==> src/rtl/goal_approach_velocity_limiter_core_macros.svh <==
// assertion helpers for the core rtl file
`ifndef GOAL_APPROACH_VELOCITY_LIMITER_CORE_MACROS_SVH
`define GOAL_APPROACH_VELOCITY_LIMITER_CORE_MACROS_SVH

// checked only outside reset
`define GAV_ASSERT(lbl, prop, msg) \
  lbl: assert property (@(posedge clk_i) disable iff (!rst_ni) prop) else $error(msg);

// checked during reset as well
`define GAV_ASSERT_RST(lbl, prop, msg) \
  lbl: assert property (@(posedge clk_i) prop) else $error(msg);

`endif

==> src/rtl/gav_pkg.sv <==
package gav_pkg;

  // goal offset width
  localparam int COORD_BITS = 16;

  // datapath widths
  localparam int MAG_W      = (COORD_BITS > 16) ? COORD_BITS : 16;
  localparam int RAD_W      = 2 * MAG_W;
  localparam int ROOT_W     = MAG_W + 8;
  localparam int PR_W       = ROOT_W + 16;
  localparam int SQ_PER     = 4;
  localparam int SQ_STAGES  = (ROOT_W + SQ_PER - 1) / SQ_PER;
  localparam int SQ_ITERS   = SQ_STAGES * SQ_PER;
  localparam int Y_W        = 2 * SQ_ITERS;
  localparam int REM_W      = SQ_ITERS + 3;
  localparam int CAP_W      = 15;
  localparam int M_W        = CAP_W + 8;
  localparam int NUM_W      = MAG_W + M_W;
  localparam int CMP_W      = NUM_W + 4;
  localparam int QW         = 18;
  localparam int DIV_PER    = 2;
  localparam int DIV_STAGES = QW / DIV_PER;
  localparam int LANES      = 3;
  localparam int NEAR_D2    = 100;

  // pipeline stage positions
  localparam int P_R1  = 0;
  localparam int P_R2  = 1;
  localparam int P_SQ  = 2;
  localparam int P_PR  = P_SQ + SQ_STAGES;
  localparam int P_MIN = P_PR + 1;
  localparam int P_NUM = P_MIN + 1;
  localparam int P_NF  = P_NUM + 1;
  localparam int P_DIV = P_NF + 1;
  localparam int P_OUT = P_DIV + DIV_STAGES;
  localparam int NST   = P_OUT + 1;

  // register reset values
  localparam logic [15:0]      APPROACH_ZONE_RST = 16'd1500;
  localparam logic [CAP_W-1:0] SPEED_CAP_RST     = 15'd500;
  localparam logic [15:0]      DIRECT_ZONE_RST   = 16'd500;
  localparam logic [15:0]      DIRECT_GAIN_RST   = 16'd256;

  typedef enum logic [1:0] {
    MODE_PASS   = 2'd0,
    MODE_CAP    = 2'd1,
    MODE_DIRECT = 2'd2
  } gav_mode_e;

  typedef enum logic [1:0] {
    REG_APPROACH_ZONE = 2'd0,
    REG_SPEED_CAP     = 2'd1,
    REG_DIRECT_ZONE   = 2'd2,
    REG_DIRECT_GAIN   = 2'd3
  } gav_reg_e;

  // per-word sideband carried down the pipe
  typedef struct packed {
    gav_mode_e                     mode;
    logic                          drv;  // aim at goal, quotient lanes 0 and 1
    logic                          scl;  // scale all three lanes
    logic signed [COORD_BITS-1:0]  dx;
    logic signed [COORD_BITS-1:0]  dy;
    logic signed [15:0]            vx;
    logic signed [15:0]            vy;
    logic signed [15:0]            wz;
  } gav_side_t;

  typedef struct packed {
    logic [Y_W-1:0]      y;
    logic [REM_W-1:0]    rem;
    logic [SQ_ITERS-1:0] root;
  } gav_sq_t;

  typedef struct packed {
    logic [CMP_W-1:0] rem;
    logic [QW-1:0]    q;
  } gav_dv_t;

  // SQ_PER digit-by-digit square root steps
  function automatic gav_sq_t gav_sqrt_step(gav_sq_t s);
    gav_sq_t          r;
    logic [REM_W-1:0] part;
    logic [REM_W-1:0] trial;
    r = s;
    for (int k = 0; k < SQ_PER; k++) begin
      part  = {r.rem[REM_W-3:0], r.y[Y_W-1 -: 2]};
      trial = {1'b0, r.root, 2'b01};
      r.y   = {r.y[Y_W-3:0], 2'b00};
      if (part >= trial) begin
        r.rem  = part - trial;
        r.root = {r.root[SQ_ITERS-2:0], 1'b1};
      end else begin
        r.rem  = part;
        r.root = {r.root[SQ_ITERS-2:0], 1'b0};
      end
    end
    return r;
  endfunction

  // DIV_PER restoring division steps, quotient bits from bit_hi down
  function automatic gav_dv_t gav_div_step(gav_dv_t s, logic [ROOT_W:0] dv, int unsigned bit_hi);
    gav_dv_t          r;
    logic [CMP_W-1:0] sub;
    int unsigned      b;
    r = s;
    for (int k = 0; k < DIV_PER; k++) begin
      b   = bit_hi - k;
      sub = CMP_W'(dv) << b;
      if (r.rem >= sub) begin
        r.rem  = r.rem - sub;
        r.q[b] = 1'b1;
      end else begin
        r.q[b] = 1'b0;
      end
    end
    return r;
  endfunction

  function automatic logic [MAG_W-1:0] gav_abs(logic signed [MAG_W-1:0] v);
    return v[MAG_W-1] ? MAG_W'(-v) : MAG_W'(v);
  endfunction

  function automatic logic [15:0] gav_sat(logic signed [QW:0] v);
    if (v > 32767) begin
      return 16'h7fff;
    end else if (v < -32768) begin
      return 16'h8000;
    end else begin
      return v[15:0];
    end
  endfunction

endpackage

==> src/rtl/gav_sqrt.sv <==
module gav_sqrt (
  input  logic                                 clk_i,
  input  logic                                 rst_ni,
  input  logic [gav_pkg::SQ_STAGES-1:0]        en_i,
  input  logic                                 valid_i,
  input  logic [gav_pkg::RAD_W-1:0]            rad_i,
  input  gav_pkg::gav_side_t                   side_i,
  output logic [gav_pkg::SQ_STAGES-1:0]        valid_o,
  output logic [gav_pkg::ROOT_W-1:0]           root_o,
  output gav_pkg::gav_side_t                   side_o
);

  gav_pkg::gav_sq_t   st_q   [gav_pkg::SQ_STAGES];
  gav_pkg::gav_side_t side_q [gav_pkg::SQ_STAGES];
  logic               v_q    [gav_pkg::SQ_STAGES];
  gav_pkg::gav_sq_t   entry;

  // radicand scaled by 2^16 so the root comes out in q.8
  always_comb begin
    entry.y    = gav_pkg::Y_W'(rad_i) << 16;
    entry.rem  = '0;
    entry.root = '0;
  end

  for (genvar s = 0; s < gav_pkg::SQ_STAGES; s++) begin : g_stage
    gav_pkg::gav_sq_t   st_in;
    gav_pkg::gav_side_t sd_in;
    logic               v_in;

    if (s == 0) begin : g_first
      assign st_in = entry;
      assign sd_in = side_i;
      assign v_in  = valid_i;
    end else begin : g_next
      assign st_in = st_q[s-1];
      assign sd_in = side_q[s-1];
      assign v_in  = v_q[s-1];
    end

    // stage valid
    always_ff @(posedge clk_i or negedge rst_ni) begin
      if (!rst_ni) begin
        v_q[s] <= 1'b0;
      end else if (en_i[s]) begin
        v_q[s] <= v_in;
      end
    end

    // root digits for this stage
    always_ff @(posedge clk_i) begin
      if (en_i[s]) begin
        st_q[s]   <= gav_pkg::gav_sqrt_step(st_in);
        side_q[s] <= sd_in;
      end
    end

    assign valid_o[s] = v_q[s];
  end

  assign root_o = st_q[gav_pkg::SQ_STAGES-1].root[gav_pkg::ROOT_W-1:0];
  assign side_o = side_q[gav_pkg::SQ_STAGES-1];

endmodule

==> config.mk <==
export PLATFORM = sky130hd
export DESIGN_NAME = gav_sqrt
export DESIGN_NICKNAME = d
export VERILOG_FILES = /design/src/rtl/goal_approach_velocity_limiter_core_macros.svh /design/src/rtl/gav_pkg.sv /design/src/rtl/gav_sqrt.sv
export SDC_FILE = /design/constraint.sdc
export NUM_CORES = 2
export LEC_CHECK = 0
export BUFFER_PORTS_ARGS = -buffer_cell sky130_fd_sc_hd__buf_2
export CAP_MARGIN = 25
export CORE_MARGIN = 5
export CORE_UTILIZATION = 45
export DETAILED_ROUTE_END_ITERATION = 6
export MAX_ROUTING_LAYER = met4
export PLACE_DENSITY = 0.74
export SETUP_SLACK_MARGIN = 0.2
export SLEW_MARGIN = 10
export SYNTH_ARGS = -nofsm -noshare
export SYNTH_HDL_FRONTEND = slang
export SYNTH_SLANG_ARGS = --single-unit
==> constraint.sdc <==
create_clock -name clk_i -period 14.7 [get_ports clk_i]
set_clock_uncertainty 0.1 [all_clocks]
set_input_delay 4.41 -clock clk_i [delete_from_list [all_inputs] [get_ports clk_i]]
set_output_delay 4.41 -clock clk_i [all_outputs]
set_load 0.01 [all_outputs]
== Yosys cells after proc, flatten, opt, wreduce, memory -nomap -nowiden ==
Memories as Yosys holds them, arrays and structs flattened.
Index checks and enable logic that the tools add are counted.

* Register bits after elaboration: 6
* Memory bits (writable): 1050
* Bits of input ports: 125
* Logic and storage cells: 116
* Memories: 2

{| class="wikitable"
|+ Memory list
! name !! depth !! width !! read ports !! clocked after memory_dff !! write ports !! RTL line !! source
|-
| st_q || 6 || 91 || 6 || 0 || 6 || gav_sqrt.sv:13 || <nowiki>gav_pkg::gav_sq_t st_q [gav_pkg::SQ_STAGES];</nowiki>
|-
| side_q || 6 || 84 || 6 || 0 || 6 || gav_sqrt.sv:14 || <nowiki>gav_pkg::gav_side_t side_q [gav_pkg::SQ_STAGES];</nowiki>
|}

* Add/sub/neg operators: 24
* Magnitude comparators: 24
* Multiplexer cells: 60

{| class="wikitable"
|+ Operators with widths
! operator !! count
|-
| 49-bit 2-to-1 mux || 36
|-
| 27-bit by 26-bit greater-or-equal comparator with 1-bit output || 23
|-
| 51-bit 2-to-1 mux || 12
|-
| 25-bit subtractor || 17
|-
| 27-bit by 26-bit subtractor with 27-bit output || 6
|-
| 1-bit 2-to-1 mux || 12
|-
| 2-bit by 1-bit subtractor with 3-bit output, second input constant || 1
|-
| 2-bit by 1-bit greater-or-equal comparator with 1-bit output, second input constant || 1
|}

== Logic depth before layout (Yosys ltp) ==
An unclocked memory read counts as a cell.

* Depth after elaboration: 13
* Depth in mapped cells: 62

== Worst setup path before layout ==
OpenSTA, ideal clock, no wires.

* Path type: register -> register
* Start point: memory st_q[3][1] in the netlist's numbering
* End point: memory st_q[4][46] in the netlist's numbering, data pin
* Arrival: 11771 ps
* Setup slack: 2565 ps
* Stages on the path, launching flop included: 62
* Buffers on the path: 5
* Clock period less this slack: 12135 ps
* Cell sequence: edfxtp_1 -> inv_1 -> ha_1 -> a21o_1 -> a21oi_1 -> o21bai_1 -> a211o_1 -> a21bo_2 -> or2_2 -> clkbuf_1 -> clkinv_1 -> clkbuf_1 -> nand2_1 -> nand2_1 -> ha_1 -> a21oi_1 -> o21bai_1 -> a21oi_1 -> [26 not listed] -> a21o_1 -> a21oi_1 -> o21bai_1 -> a21oi_1 -> o21ai_0 -> a21oi_1 -> o21bai_1 -> a21oi_1 -> o21bai_1 -> a21oi_1 -> o21bai_1 -> a21oi_1 -> o21ai_0 -> o211a_1 -> o21ai_0 -> a21boi_0 -> nor4_1 -> xnor2_1

{| class="wikitable"
|+ RTL lines
! what !! RTL line
|-
| start: declaration || gav_sqrt.sv:13
|}

==> flow_summary_export.csv <==
group,metric,value,unit
clocking,cts_hold_buf,0,
grt,grt.total_usage,21.9,%
synthesis,synth_top_family_by_area,"compound AO/OA/AOI/OAI gates",
die,fp-row-count,116,
pwr,p_switching,4.71,mW
clocking,clock-root-buffer,"clkbuf_16",
finish,fillers,8824,
synthesis,yosys-mux-area-fraction,2.19,%
pwr,irDropWorstVdd,0.153,mV
placement,portBuffers,238,
synthesis,yosysSeqAreaShare,50.4,%
detailed_routing,avgViaCountPerCell,5.76,
finish,drive_above_1_share,11.9,%
job,drv_cap,0,
timing,hold_violations,0,
grt,antenna_found_initial,8,
synthesis,syn_avg_cell_area,11.0,µm²
die,core_area,100000,µm²
detailed_routing,wire_per_inst,20.2,µm
pwr,power,11.3,mW
worst_setup_path,crit_family,"compound AO/OA/AOI/OAI gates",
worst_setup_path,cp_slowest_cell,"or4_1",
synthesis,syn-cell-area,45600,µm²
run_status,status,"completed",
pwr,power_density,221,nW/µm²
synthesis,synth_edf_count,760,
pwr,combPwrFrac,55.7,%
synthesis,synthAdderAreaFrac,8.51,%
finish,mostFrequentLayoutCell,"edfxtp_1",
synthesis,postSynth.asyncResetShare,0.783,%
die,dieArea,108000,µm²
die,die_w,328,µm
pwr,internal-power,6.56,mW
detailed_routing,ant_nets,0,
pwr,switching_share,41.8,%
grt,grt_pass1_wl,181000,µm
detailed_routing,drtPass1Iterations,5,
grt,grt_max_degree,75,
synthesis,synth_compound_area_share,15.4,%
timing,min_period,13.05,ns
timing,setup_tns,0,ns
pwr,p_leak,19.8,nW
clocking,cts_resized,0,
timing,maxSlewViolCount,0,
synthesis,synthSimpleGateAreaFrac,13.9,%
detailed_routing,drt-total-wl,117000,µm
timing,period_share,88.8,%
synthesis,synth.distinct_cells,121,
clocking,clk_latency,0.66,ns
finish,final_cell_mix,"edfxtp_1 (760), a21oi_1 (337), ha_1 (305)",
finish,area_growth,11.7,%
synthesis,synth-xor-area-share,6.74,%
clocking,cts_inserted_buffers,79,
worst_setup_path,required,14.98,ns
die,ios,239,
detailed_routing,drc_errors,0,
worst_setup_path,start_kind,"flip-flop",
clocking,cts_sinks,766,
grt,grt_pass1_vias,31500,
timing,fmax,76.6,MHz
placement,gp_congestion,0.951,
synthesis,synth_seq_cells,766,
clocking,cts_buffer_depth,3,
detailed_routing,via_count,33400,
synthesis,yosysWarnings,0,
placement,place_area,48300,µm²
worst_setup_path,crit_type,"flip-flop to flip-flop",
pwr,power_frac_seq,26.6,%
die,start_util,45.4,%
placement,dp_hpwl,89800,µm
timing,tightest_slew,1.05,ns
die,die_h,328,µm
clocking,htree_num_levels,3,
timing,setup_violations,0,
worst_setup_path,path_buf_inv,4,
clocking,cts_tree,"built",
detailed_routing,dr.first_iter.drc_count,2850,
clocking,post-cts-setup-buffers,0,
grt,grt_overflow,0,
timing,slew_headroom,30.2,%
finish,nets,4817,
worst_setup_path,worst_path_most_repeated_cell,"a21oi_1",
clocking,clk_pin_slew,0.06,ns
finish,postLayoutCellArea,50900,µm²
min_path,hold_path.class,"flip-flop to flip-flop",
worst_setup_path,critPathMaxFanout,28,
worst_setup_path,cp.arrival,13.33,ns
synthesis,synthFlopType,"edfxtp_1",
worst_setup_path,cpPeakStageDelay,0.52,ns
timing,whs,0.305,ns
timing,rsz0062_at_grt,"no",
synthesis,syn_inst,4129,
pwr,pwr-share-clk,17.7,%
worst_setup_path,cp-end-kind,"flip-flop",
## power by group through the flow
stage	clock network [mW]	registers, mW	logic (mW)
after floorplan	0	2.96	4.78
after global placement	0	3.04	6.09
after detailed placement	0	3.04	6.13
after CTS	2.04	3.00	6.18
after global routing	2.14	3.02	6.92
final	1.99	3.00	6.27
## routing by layer
| layer | wire length (µm) | vias up | GRT usage, % |
|---|---|---|---|
| met4 | 2980 | 0 | 5.89 |
| met3 | 6670 | 195 | 2.61 |
| li1 | - | 16100 | - |
| met1 | 51600 | 16100 | 29.3 |
| met5 | 0 | - | - |
| met2 | 56000 | 1078 | 35.8 |
## synthesized netlist by cell type (44+ instances only)
master    instances  area share [%]
edfxtp_1        760              50
a21oi_1         337             3.7
ha_1            305             8.4
nor2_1          303             2.5
nand2_1         269             2.2
xnor2_1         238             4.6
inv_1           218             1.8
o21ai_0         192             2.1
a21o_1          130             2.1
xor2_1          107             2.1
nor3_1          105             1.2
nand3_1          95             1.0
clkbuf_1         62            0.51
nand2b_1         52            0.71
mux2_2           48             1.2
nor4_1           47            0.65
nand4_1          45            0.62
or3_1            45            0.62
o21bai_1         44            0.72
## cells by family after synthesis
logic type	Yosys count
and+or+nand+nor	1215
AOI/OAI and AO/OA	1075
DFF	766
xor gates and xnor gates	348
buffers and inverters	325
adders and majority gates	308
muxes	91
other	1
## final cells by class
| class | count | area (µm²) | area share (%) |
|---|---|---|---|
| multi-input combinational | 3040 | 21300 | 41.9 |
| clock buffer | 99 | 2060 | 4.05 |
| inverter | 228 | 858 | 1.69 |
| antenna | 4 | 10.0 | 0.0197 |
| timing repair buffer | 269 | 1450 | 2.85 |
| tap | 1357 | 1700 | 3.34 |
| sequential | 766 | 23000 | 45.1 |
| clock inverter | 45 | 534 | 1.05 |
## flip-flops by register name, summed over array words and instances (netlist names)
register      count
g_stage.v_in      5
side_q          504
st_q            256
valid_o           1
## path summary, 6_finish.rpt
path,from,end,slack [ns],depth (start not counted)
worst max-delay path,st_q[3][15]$_DFFE_PP_,st_q[4][46]$_DFFE_PP_,1.65,54
worst min-delay path,side_q[2][80]$_DFFE_PP_,side_q[3][80]$_DFFE_PP_,0.31,0
worst max register to register,st_q[3][15]$_DFFE_PP_,st_q[4][46]$_DFFE_PP_,1.65,54
worst min register to register,side_q[2][80]$_DFFE_PP_,side_q[3][80]$_DFFE_PP_,0.31,0
max in group asynchronous,rst_ni,g_stage[5].v_in$_DFFE_PN0P_,10.87,1
min in group asynchronous,rst_ni,g_stage[2].v_in$_DFFE_PN0P_,3.48,1
## stage by stage
| step | util (%) | setup slack [ns] | cells |
|---|---|---|---|
| 2_1_floorplan | - | 2.57 | 4131 |
| 3_3_place_gp | 48.1 | 1.97 | 5657 |
| 3_5_place_dp | 48.1 | 1.78 | 5657 |
| 4_1_cts | 50.7 | 1.76 | 5801 |
| 5_1_grt | 50.7 | 0.515 | 5807 |
| 6_report | 50.7 | 1.65 | 5808 |
## worst register-to-register path, delay by kind of cell, from the launching register on
kind	cells	cell delay, ns
AOI/OAI and AO/OA	33	6.46
and+or+nand+nor	11	3.45
DFF	1	0.35
xor gates and xnor gates	1	0.10
adders and majority gates	4	1.31
muxes	1	0.41
buffers and inverters	4	0.62
(Power assumes the default switching activity.)
